==> src/rtl/ipp_pkg.sv <==
// ----------------------------------------------------------------------------
// ipp_pkg
// Shared types and constants of the isometric point projection block.
// ----------------------------------------------------------------------------
package ipp_pkg;

    localparam int GRID_MAX_DEF = 1024;

    // pipeline depth, geometry and color paths run in lockstep
    localparam int NUM_STAGES = 5;

    localparam int CFG_ADDR_W = 5;
    localparam int CFG_DATA_W = 32;

    // cos(30 deg) as unsigned q0.16
    localparam logic [15:0] COS30_Q16 = 16'd56756;

    localparam logic [23:0] COLOR_FLAT  = 24'hFFFFFF;
    localparam logic [23:0] COLOR_BAND0 = 24'h3366FF;
    localparam logic [23:0] COLOR_BAND1 = 24'h33CCFF;
    localparam logic [23:0] COLOR_BAND2 = 24'h33FF66;
    localparam logic [23:0] COLOR_BAND3 = 24'hFFFF66;
    localparam logic [23:0] COLOR_BAND4 = 24'hFF3333;

    typedef enum logic [2:0] {
        REG_ZOOM         = 3'd0,
        REG_HEIGHT_SCALE = 3'd1,
        REG_OFFSET_X     = 3'd2,
        REG_OFFSET_Y     = 3'd3,
        REG_GRID_COLUMNS = 3'd4,
        REG_GRID_ROWS    = 3'd5,
        REG_HEIGHT_MIN   = 3'd6,
        REG_HEIGHT_MAX   = 3'd7
    } reg_index_t;

    typedef struct packed {
        logic        [7:0]  zoom;
        logic signed [7:0]  height_scale;
        logic signed [12:0] offset_x;
        logic signed [12:0] offset_y;
        logic        [10:0] grid_columns;
        logic        [10:0] grid_rows;
        logic signed [15:0] height_min;
        logic signed [15:0] height_max;
    } cfg_t;

    typedef struct packed {
        logic [NUM_STAGES-1:0] load;
    } stage_ctrl_t;

endpackage

==> src/rtl/ipp_if.sv <==
// ----------------------------------------------------------------------------
// ipp_if
// Stream channels of the projection block: vertex in, screen point out.
// ----------------------------------------------------------------------------
interface ipp_vertex_if;
    logic               valid;
    logic               ready;
    logic        [9:0]  column;
    logic        [9:0]  row;
    logic signed [15:0] height;
    logic               has_color;
    logic        [23:0] given_color;

    modport source (output valid, column, row, height, has_color, given_color,
                    input ready);
    modport sink   (input valid, column, row, height, has_color, given_color,
                    output ready);
endinterface

interface ipp_point_if;
    logic               valid;
    logic               ready;
    logic signed [22:0] screen_x;
    logic signed [22:0] screen_y;
    logic        [23:0] color;

    modport source (output valid, screen_x, screen_y, color, input ready);
    modport sink   (input valid, screen_x, screen_y, color, output ready);
endinterface

==> src/rtl/ipp_cfg_regs.sv <==
// ----------------------------------------------------------------------------
// ipp_cfg_regs
// APB register file holding zoom, scale, offsets, grid size and height range.
// ----------------------------------------------------------------------------
module ipp_cfg_regs (
    input  logic                             clk,
    input  logic                             rst_n,
    input  logic                             psel,
    input  logic                             penable,
    input  logic                             pwrite,
    input  logic [ipp_pkg::CFG_ADDR_W-1:0]   paddr,
    input  logic [ipp_pkg::CFG_DATA_W-1:0]   pwdata,
    output logic [ipp_pkg::CFG_DATA_W-1:0]   prdata,
    output logic                             pready,
    output ipp_pkg::cfg_t                    cfg
);

    ipp_pkg::cfg_t      cfg_reg;
    ipp_pkg::reg_index_t idx;
    logic               wr_en;

    assign idx    = ipp_pkg::reg_index_t'(paddr[4:2]);
    assign wr_en  = psel & penable & pwrite;
    assign pready = 1'b1;
    assign cfg    = cfg_reg;

    always_ff @(posedge clk or negedge rst_n)
    begin
        if (!rst_n)
        begin
            cfg_reg.zoom         <= 8'd20;
            cfg_reg.height_scale <= 8'sd1;
            cfg_reg.offset_x     <= '0;
            cfg_reg.offset_y     <= '0;
            cfg_reg.grid_columns <= 11'd1;
            cfg_reg.grid_rows    <= 11'd1;
            cfg_reg.height_min   <= '0;
            cfg_reg.height_max   <= '0;
        end
        else if (wr_en)
        begin
            case (idx)
                ipp_pkg::REG_ZOOM:         cfg_reg.zoom         <= pwdata[7:0];
                ipp_pkg::REG_HEIGHT_SCALE: cfg_reg.height_scale <= pwdata[7:0];
                ipp_pkg::REG_OFFSET_X:     cfg_reg.offset_x     <= pwdata[12:0];
                ipp_pkg::REG_OFFSET_Y:     cfg_reg.offset_y     <= pwdata[12:0];
                ipp_pkg::REG_GRID_COLUMNS: cfg_reg.grid_columns <= pwdata[10:0];
                ipp_pkg::REG_GRID_ROWS:    cfg_reg.grid_rows    <= pwdata[10:0];
                ipp_pkg::REG_HEIGHT_MIN:   cfg_reg.height_min   <= pwdata[15:0];
                ipp_pkg::REG_HEIGHT_MAX:   cfg_reg.height_max   <= pwdata[15:0];
                default: ;
            endcase
        end
    end

    always_comb
    begin
        case (idx)
            ipp_pkg::REG_ZOOM:         prdata = {24'd0, cfg_reg.zoom};
            ipp_pkg::REG_HEIGHT_SCALE: prdata = {24'd0, cfg_reg.height_scale};
            ipp_pkg::REG_OFFSET_X:     prdata = {19'd0, cfg_reg.offset_x};
            ipp_pkg::REG_OFFSET_Y:     prdata = {19'd0, cfg_reg.offset_y};
            ipp_pkg::REG_GRID_COLUMNS: prdata = {21'd0, cfg_reg.grid_columns};
            ipp_pkg::REG_GRID_ROWS:    prdata = {21'd0, cfg_reg.grid_rows};
            ipp_pkg::REG_HEIGHT_MIN:   prdata = {16'd0, cfg_reg.height_min};
            ipp_pkg::REG_HEIGHT_MAX:   prdata = {16'd0, cfg_reg.height_max};
            default:                   prdata = '0;
        endcase
    end

endmodule

==> src/rtl/ipp_stage_ctrl.sv <==
// ----------------------------------------------------------------------------
// ipp_stage_ctrl
// Valid bits and per-stage load enables; bubbles collapse, stalls hold data.
// ----------------------------------------------------------------------------
module ipp_stage_ctrl (
    input  logic                 clk,
    input  logic                 rst_n,
    input  logic                 in_valid,
    output logic                 in_ready,
    output logic                 out_valid,
    input  logic                 out_ready,
    output ipp_pkg::stage_ctrl_t ctrl
);

    localparam int N = ipp_pkg::NUM_STAGES;

    logic [N-1:0] valid_reg;
    logic [N-1:0] valid_next;
    logic [N:0]   stage_ready;
    logic [N-1:0] prev_valid;

    assign prev_valid = {valid_reg[N-2:0], in_valid};

    always_comb
    begin
        stage_ready[N] = out_ready;
        for (int i = N - 1; i >= 0; i--)
        begin
            // a stage can take a beat when empty or when its content moves on
            stage_ready[i] = ~valid_reg[i] | stage_ready[i+1];
        end
        for (int i = 0; i < N; i++)
        begin
            ctrl.load[i]  = stage_ready[i] & prev_valid[i];
            valid_next[i] = stage_ready[i] ? prev_valid[i] : valid_reg[i];
        end
    end

    always_ff @(posedge clk or negedge rst_n)
    begin
        if (!rst_n)
        begin
            valid_reg <= '0;
        end
        else
        begin
            valid_reg <= valid_next;
        end
    end

    assign in_ready  = stage_ready[0];
    assign out_valid = valid_reg[N-1];

endmodule

==> src/rtl/ipp_geom.sv <==
// ----------------------------------------------------------------------------
// ipp_geom
// Coordinate path: centering, zoom and height products, cos30 scaling,
// truncating halving and offsets over five register stages.
// ----------------------------------------------------------------------------
module ipp_geom #(
    parameter int GRID_MAX = ipp_pkg::GRID_MAX_DEF
) (
    input  logic                 clk,
    input  ipp_pkg::cfg_t        cfg,
    input  ipp_pkg::stage_ctrl_t ctrl,
    input  logic        [9:0]    column,
    input  logic        [9:0]    row,
    input  logic signed [15:0]   height,
    output logic signed [22:0]   screen_x,
    output logic signed [22:0]   screen_y
);

    // grid sizes saturate here; an 11-bit register never exceeds 2047
    localparam int          GRID_CAP = (GRID_MAX > 2047) ? 2047 : GRID_MAX;
    localparam logic [10:0] GRID_LIM = 11'(GRID_CAP);

    logic [10:0] cols_sat;
    logic [10:0] rows_sat;
    logic [9:0]  half_c;
    logic [9:0]  half_r;

    assign cols_sat = (cfg.grid_columns > GRID_LIM) ? GRID_LIM : cfg.grid_columns;
    assign rows_sat = (cfg.grid_rows > GRID_LIM) ? GRID_LIM : cfg.grid_rows;
    assign half_c   = cols_sat[10:1];
    assign half_r   = rows_sat[10:1];

    // stage 0
    logic signed [11:0] dc_reg, dc_next;
    logic signed [11:0] dr_reg, dr_next;
    logic signed [23:0] z0_reg, z0_next;

    assign dc_next = $signed({2'b00, column}) - $signed({2'b00, half_c});
    assign dr_next = $signed({2'b00, row}) - $signed({2'b00, half_r});
    assign z0_next = 24'(height) * 24'(cfg.height_scale);

    // stage 1
    logic signed [19:0] px_reg, px_next;
    logic signed [19:0] py_reg, py_next;
    logic signed [23:0] z1_reg;

    assign px_next = 20'(dc_reg) * 20'($signed({1'b0, cfg.zoom}));
    assign py_next = 20'(dr_reg) * 20'($signed({1'b0, cfg.zoom}));

    // stage 2
    logic signed [20:0] dx_reg, dx_next;
    logic signed [25:0] sy2_reg, sy2_next;

    assign dx_next  = 21'(px_reg) - 21'(py_reg);
    assign sy2_next = 26'(px_reg) + 26'(py_reg) - 26'($signed({z1_reg, 1'b0}));

    // stage 3
    logic signed [37:0] prod_reg, prod_next;
    logic signed [24:0] hy_reg, hy_next;
    logic signed [25:0] sy_adj;

    assign prod_next = 38'(dx_reg) * 38'($signed({1'b0, ipp_pkg::COS30_Q16}));
    // halve toward zero: bias negatives by one before the shift
    assign sy_adj    = sy2_reg + $signed({25'd0, sy2_reg[25]});
    assign hy_next   = sy_adj[25:1];

    // stage 4
    logic signed [37:0] prod_adj;
    logic signed [22:0] sx_reg, sx_next;
    logic signed [24:0] sy_full;
    logic signed [22:0] sy_reg, sy_next;

    assign prod_adj = prod_reg + $signed({22'd0, {16{prod_reg[37]}}});
    assign sx_next  = 23'($signed(prod_adj[37:16])) + 23'(cfg.offset_x);
    assign sy_full  = hy_reg + 25'(cfg.offset_y);
    assign sy_next  = sy_full[22:0];

    always_ff @(posedge clk)
    begin
        if (ctrl.load[0])
        begin
            dc_reg <= dc_next;
            dr_reg <= dr_next;
            z0_reg <= z0_next;
        end
        if (ctrl.load[1])
        begin
            px_reg <= px_next;
            py_reg <= py_next;
            z1_reg <= z0_reg;
        end
        if (ctrl.load[2])
        begin
            dx_reg  <= dx_next;
            sy2_reg <= sy2_next;
        end
        if (ctrl.load[3])
        begin
            prod_reg <= prod_next;
            hy_reg   <= hy_next;
        end
        if (ctrl.load[4])
        begin
            sx_reg <= sx_next;
            sy_reg <= sy_next;
        end
    end

    assign screen_x = sx_reg;
    assign screen_y = sy_reg;

endmodule

==> src/rtl/ipp_color.sv <==
// ----------------------------------------------------------------------------
// ipp_color
// Color path: explicit color, flat color for a zero height range, or a
// height band by fifths of it, delayed to match the coordinate path.
// ----------------------------------------------------------------------------
module ipp_color (
    input  logic                 clk,
    input  ipp_pkg::cfg_t        cfg,
    input  ipp_pkg::stage_ctrl_t ctrl,
    input  logic signed [15:0]   height,
    input  logic                 has_color,
    input  logic        [23:0]   given_color,
    output logic        [23:0]   color
);

    // stage 0
    logic signed [16:0] d_reg, d_next;
    logic signed [16:0] r_reg, r_next;
    logic               has0_reg;
    logic        [23:0] given0_reg;

    assign d_next = 17'(height) - 17'(cfg.height_min);
    assign r_next = 17'(cfg.height_max) - 17'(cfg.height_min);

    // stage 1
    logic signed [19:0] d5_reg, d5_next;
    logic signed [19:0] r1_reg, r2_reg, r3_reg, r4_reg;
    logic signed [19:0] r2_next, r4_next;
    logic               has1_reg;
    logic        [23:0] given1_reg;

    assign d5_next = 20'($signed({d_reg, 2'b00})) + 20'(d_reg);
    assign r2_next = 20'($signed({r_reg, 1'b0}));
    assign r4_next = 20'($signed({r_reg, 2'b00}));

    // stage 2
    logic [23:0] c2_reg, c2_next;

    always_comb
    begin
        if (has1_reg)
            c2_next = given1_reg;
        else if (r1_reg == 20'sd0)
            c2_next = ipp_pkg::COLOR_FLAT;
        else if (r1_reg < 20'sd0)
            c2_next = ipp_pkg::COLOR_BAND0;
        else if (d5_reg < r1_reg)
            c2_next = ipp_pkg::COLOR_BAND0;
        else if (d5_reg < r2_reg)
            c2_next = ipp_pkg::COLOR_BAND1;
        else if (d5_reg < r3_reg)
            c2_next = ipp_pkg::COLOR_BAND2;
        else if (d5_reg < r4_reg)
            c2_next = ipp_pkg::COLOR_BAND3;
        else
            c2_next = ipp_pkg::COLOR_BAND4;
    end

    // stages 3 and 4 only delay
    logic [23:0] c3_reg;
    logic [23:0] c4_reg;

    always_ff @(posedge clk)
    begin
        if (ctrl.load[0])
        begin
            d_reg      <= d_next;
            r_reg      <= r_next;
            has0_reg   <= has_color;
            given0_reg <= given_color;
        end
        if (ctrl.load[1])
        begin
            d5_reg     <= d5_next;
            r1_reg     <= 20'(r_reg);
            r2_reg     <= r2_next;
            r3_reg     <= r2_next + 20'(r_reg);
            r4_reg     <= r4_next;
            has1_reg   <= has0_reg;
            given1_reg <= given0_reg;
        end
        if (ctrl.load[2])
            c2_reg <= c2_next;
        if (ctrl.load[3])
            c3_reg <= c2_reg;
        if (ctrl.load[4])
            c4_reg <= c3_reg;
    end

    assign color = c4_reg;

endmodule

==> src/rtl/isometric_point_projection.sv <==
// ----------------------------------------------------------------------------
// isometric_point_projection
// Projects a grid vertex to isometric screen coordinates and picks its color.
// ----------------------------------------------------------------------------
// One vertex beat is accepted per clock unless the output stalls, and its
// point beat passes the five register stages of the coordinate path (centering
// and height product, zoom product, sum and difference, cos30 product and
// halving, rounding and offsets). Each stage holds its beat only while the
// stage after it cannot take a beat, so an output stall backs up one stage at
// a time and empty stages keep taking vertices. pready is always high. Users
// write registers over APB with the block idle, which it does not enforce.
module isometric_point_projection #(
    parameter int GRID_MAX = ipp_pkg::GRID_MAX_DEF
) (
    input  logic                           clk,
    input  logic                           rst_n,
    input  logic                           psel,
    input  logic                           penable,
    input  logic                           pwrite,
    input  logic [ipp_pkg::CFG_ADDR_W-1:0] paddr,
    input  logic [ipp_pkg::CFG_DATA_W-1:0] pwdata,
    output logic [ipp_pkg::CFG_DATA_W-1:0] prdata,
    output logic                           pready,
    ipp_vertex_if.sink                     vertex,
    ipp_point_if.source                    point
);

    ipp_pkg::cfg_t        cfg;
    ipp_pkg::stage_ctrl_t ctrl;

    ipp_cfg_regs u_cfg (
        .clk     (clk),
        .rst_n   (rst_n),
        .psel    (psel),
        .penable (penable),
        .pwrite  (pwrite),
        .paddr   (paddr),
        .pwdata  (pwdata),
        .prdata  (prdata),
        .pready  (pready),
        .cfg     (cfg)
    );

    ipp_stage_ctrl u_ctrl (
        .clk       (clk),
        .rst_n     (rst_n),
        .in_valid  (vertex.valid),
        .in_ready  (vertex.ready),
        .out_valid (point.valid),
        .out_ready (point.ready),
        .ctrl      (ctrl)
    );

    ipp_geom #(
        .GRID_MAX (GRID_MAX)
    ) u_geom (
        .clk      (clk),
        .cfg      (cfg),
        .ctrl     (ctrl),
        .column   (vertex.column),
        .row      (vertex.row),
        .height   (vertex.height),
        .screen_x (point.screen_x),
        .screen_y (point.screen_y)
    );

    ipp_color u_color (
        .clk         (clk),
        .cfg         (cfg),
        .ctrl        (ctrl),
        .height      (vertex.height),
        .has_color   (vertex.has_color),
        .given_color (vertex.given_color),
        .color       (point.color)
    );

endmodule
==> src/flat_wrapper.sv <==
// flat-port wrapper written by rule: the top's interface ports become plain ports
module isometric_point_projection_flat 
#(
    parameter int GRID_MAX = ipp_pkg::GRID_MAX_DEF
)
  (clk, rst_n, psel, penable, pwrite, paddr, pwdata, prdata, pready, vertex_valid, vertex_column, vertex_row, vertex_height, vertex_has_color, vertex_given_color, vertex_ready, point_valid, point_screen_x, point_screen_y, point_color, point_ready);
  ipp_vertex_if vertex_i ();
  ipp_point_if point_i ();
  input  logic clk;
  input  logic rst_n;
  input  logic psel;
  input  logic penable;
  input  logic pwrite;
  input  logic [ipp_pkg::CFG_ADDR_W-1:0] paddr;
  input  logic [ipp_pkg::CFG_DATA_W-1:0] pwdata;
  output logic [ipp_pkg::CFG_DATA_W-1:0] prdata;
  output logic pready;
  input wire logic [$bits(vertex_i.valid)-1:0] vertex_valid;
  input wire logic [$bits(vertex_i.column)-1:0] vertex_column;
  input wire logic [$bits(vertex_i.row)-1:0] vertex_row;
  input wire logic [$bits(vertex_i.height)-1:0] vertex_height;
  input wire logic [$bits(vertex_i.has_color)-1:0] vertex_has_color;
  input wire logic [$bits(vertex_i.given_color)-1:0] vertex_given_color;
  output wire logic [$bits(vertex_i.ready)-1:0] vertex_ready;
  output wire logic [$bits(point_i.valid)-1:0] point_valid;
  output wire logic [$bits(point_i.screen_x)-1:0] point_screen_x;
  output wire logic [$bits(point_i.screen_y)-1:0] point_screen_y;
  output wire logic [$bits(point_i.color)-1:0] point_color;
  input wire logic [$bits(point_i.ready)-1:0] point_ready;
  assign vertex_i.valid = vertex_valid;
  assign vertex_i.column = vertex_column;
  assign vertex_i.row = vertex_row;
  assign vertex_i.height = vertex_height;
  assign vertex_i.has_color = vertex_has_color;
  assign vertex_i.given_color = vertex_given_color;
  assign vertex_ready = vertex_i.ready;
  assign point_valid = point_i.valid;
  assign point_screen_x = point_i.screen_x;
  assign point_screen_y = point_i.screen_y;
  assign point_color = point_i.color;
  assign point_i.ready = point_ready;
  isometric_point_projection #(.GRID_MAX(GRID_MAX)) u_core (.clk(clk), .rst_n(rst_n), .psel(psel), .penable(penable), .pwrite(pwrite), .paddr(paddr), .pwdata(pwdata), .prdata(prdata), .pready(pready), .vertex(vertex_i), .point(point_i));
endmodule
==> config.mk <==
export PLATFORM = sky130hd
export DESIGN_NAME = isometric_point_projection_flat
export DESIGN_NICKNAME = d
export VERILOG_FILES = /design/src/rtl/ipp_pkg.sv /design/src/rtl/ipp_if.sv /design/src/rtl/ipp_cfg_regs.sv /design/src/rtl/ipp_stage_ctrl.sv /design/src/rtl/ipp_geom.sv /design/src/rtl/ipp_color.sv /design/src/rtl/isometric_point_projection.sv /design/src/flat_wrapper.sv
export SDC_FILE = /design/constraint.sdc
export NUM_CORES = 2
export LEC_CHECK = 0
export BUFFER_PORTS_ARGS = -buffer_cell sky130_fd_sc_hd__buf_2
export CORE_MARGIN = 2
export CORE_UTILIZATION = 60
export DETAILED_ROUTE_END_ITERATION = 8
export PLACE_DENSITY = 0.79
export SYNTH_ARGS = -nofsm -noshare
export SYNTH_HDL_FRONTEND = slang
export SYNTH_SLANG_ARGS = --single-unit
export TNS_END_PERCENT = 100
==> constraint.sdc <==
create_clock -name clk -period 8.2 [get_ports clk]
set_input_delay 1.23 -clock clk [delete_from_list [all_inputs] [get_ports clk]]
set_output_delay 1.23 -clock clk [all_outputs]
set_load 0.05 [all_outputs]
==> impl_metrics.tcl <==
set metrics [dict create \
    drt-initial-drc-count 2250 \
    worst_path_most_repeated_cell "fa_1" \
    drv_cap 0 \
    layout-drive-gt1-share 0.0845 \
    yosysWarnings 0 \
    drc 0 \
    rsz0062_at_grt "false" \
    htreeDepth 2 \
    period_share 0.831 \
    wl_per_cell_um 18.7 \
    nFillCells 5843 \
    gp_congestion 0.934 \
    min_to "u_core.u_geom.z1_reg[5]" \
    rows 103 \
    rr_worst_depth 20 \
    hold_class "reg2reg" \
    die-area_um2 82100 \
    grt_pass1_wl_um 172000 \
    whs_path_depth 0 \
    synth_cell_types 78 \
    fmax_mhz 147 \
    cts_root_buf "clkbuf_16" \
    clockBufferDepth 3 \
    tns_ns 0 \
    synthArstFlopShare 0.177 \
    ant_nets 0 \
    setup.worst_path.end_class "flop" \
    start_kind "flop" \
    cts_buffers 58 \
    crit_chain "ha_1 > inv_1 > fa_1 > inv_1 > fa_1 > fa_1 > fa_1 > inv_1 > fa_1 > inv_1 > ha_1 > a21o_1 > a21o_1 > a211oi_1 > and4_1 > o21ai_1 > a2111oi_0 > o41ai_1 > a21oi_1 > xnor2_1" \
    io_pins 210 \
    critPathRequiredTime_ns 8.57 \
    synth_area_um2 47900 \
    yosysSeqAreaShare 0.347 \
    first_global_vias 32900 \
    min_period_ns 6.82 \
    synth_edf_count 470 \
    grt_antenna_before_repair 3 \
    cts_setup_buffers 0 \
    area_delta_synth_final_pct 8.34 \
    drt-total-wl_um 107000 \
    syn_avg_cell_area_um2 10.8 \
    start_util 0.606 \
    die_y_um 287 \
    placed_area_um2 49900 \
    num-nets-final 5680 \
    rr_startpoint "u_core.u_geom.dx_reg[20]" \
    viasPerCell 5.61 \
    hold-worst-slack_ns 0.402 \
    die_w_um 287 \
    slew_violations 0 \
    crit_family "adder cells" \
    path_clk_slew_ns 0.07 \
    hold_violations 0 \
    core_area_um2 79000 \
    synth.area.top_cells "edfxtp_1 (29%), fa_1 (18%), ha_1 (13%), inv_1 (6.6%), dfrtp_1 (5.0%)" \
    outcome "completed" \
    clock-sinks 571 \
    r2r-end "u_core.u_geom.prod_reg[37]" \
    synth-seq-cells 571 \
    yosys_most_used_dff "edfxtp_1" \
    largest_reg_flops 96 \
    cpPeakStageDelay_ns 0.80 \
    fin_skew_ns 0.0545 \
    hpwlAfterDp_um 85600 \
    place.port_buffers 174 \
    finalSetupViolCount 0 \
    synth.most_common_cell "inv_1" \
    num_vias 32200 \
    relSlewSlack 0.108 \
    synth_top_area_share 0.295 \
    grt-ovfl-total 0 \
    fin_area_um2 51900 \
    critical_path_class "reg2reg" \
    yosysTopAreaCell "edfxtp_1" \
    critPathBufInv 4 \
    slowest_stage "a2111oi_0" \
    first_pass_iters 5 \
    grt_max_degree 86 \
    critPathLaunch "u_core.u_geom.dx_reg[20]" \
    worstSkewPairLatency_ns 0.66 \
    hold_buffers 0 \
    cts_repair_resize_count 0 \
    grt_usage 0.265 \
    critPathMaxFanout 19 \
    holdCritStartpoint "u_core.u_geom.z0_reg[5]" \
    worstMarginPinSlew_ns 1.33 \
    synthCells 4450 \
    cts_tree "built" \
    cp.arrival_ns 7.19 \
    rrSetupSlack_ns 1.38 \
    synth_common_cells "inv_1 (842), ha_1 (497), edfxtp_1 (470)" \
]
[how the worst max path moves through the flow]
stage                                       endpoint  slack [ns]  cells past startpoint
after floorplan           u_core.u_geom.prod_reg[36]        2.20                     19
after global placement    u_core.u_geom.prod_reg[37]        1.69                     20
after detailed placement  u_core.u_geom.prod_reg[37]        1.48                     20
after CTS                 u_core.u_geom.prod_reg[37]        1.43                     20
after global routing      u_core.u_geom.prod_reg[37]         1.0                     20
final                     u_core.u_geom.prod_reg[37]        1.38                     20
[layout by cell type (no fill, tap or decap), types with 59 or more instances in the layout]
| cell | n |
|---|---|
| mux2_2 | 78 |
| nor2_1 | 208 |
| dfrtp_1 | 96 |
| xnor2_1 | 203 |
| buf_2 | 173 |
| clkbuf_16 | 59 |
| ha_1 | 497 |
| fa_1 | 439 |
| a21o_1 | 86 |
| edfxtp_1 | 470 |
| nand2b_1 | 71 |
| inv_1 | 842 |
| a21oi_1 | 179 |
| and2_1 | 207 |
| nand2_1 | 264 |
| o21ai_0 | 118 |
[logic make-up (layout without fill, tap and decap cells)]
kind of cell / count (synthesis) / count (layout) / share of synthesized area
other cells: 2 / 20 / 0.000157
mux: 101 / 101 / 0.0255
flops: 571 / 571 / 0.347
fa+ha+maj: 936 / 936 / 0.313
buf+inv: 915 / 1138 / 0.0730
simple gates: 1020 / 1020 / 0.106
xor+xnor: 255 / 255 / 0.0466
compound gates: 650 / 650 / 0.0876
[per-layer routing]
metal	vias up	wire length, um	global-route usage
met2	995	51100	0.443
met5	-	0	0
met1	15800	45800	0.359
li1	15200	-	-
met4	0	3290	0.0819
met3	188	6790	0.0386
[metrics by stage]
| step | util | instances | setup WS [ns] |
|---|---|---|---|
| after floorplan | - | 4465 | 2.20 |
| final | 0.657 | 5741 | 1.38 |
| after global routing | 0.657 | 5741 | 0.995 |
| after CTS | 0.657 | 5738 | 1.43 |
| after detailed placement | 0.632 | 5629 | 1.48 |
| after global placement | 0.632 | 5629 | 1.69 |
[area by class of cell]
class / count / area, um^2 / area share
clock buffers: 69 / 1550 / 0.0299
well taps: 1050 / 1310 / 0.0253
repair buffers: 183 / 941 / 0.0181
inverters: 846 / 3180 / 0.0612
clock inverters: 40 / 420 / 0.00810
diodes: 3 / 7.51 / 0.000145
flip-flops and latches: 571 / 16600 / 0.321
multi-input cells: 2979 / 27800 / 0.536
Power is left out: the tool's default activity adds up to more than one toggle a clock period on the data nets, which glitch-free logic cannot reach.
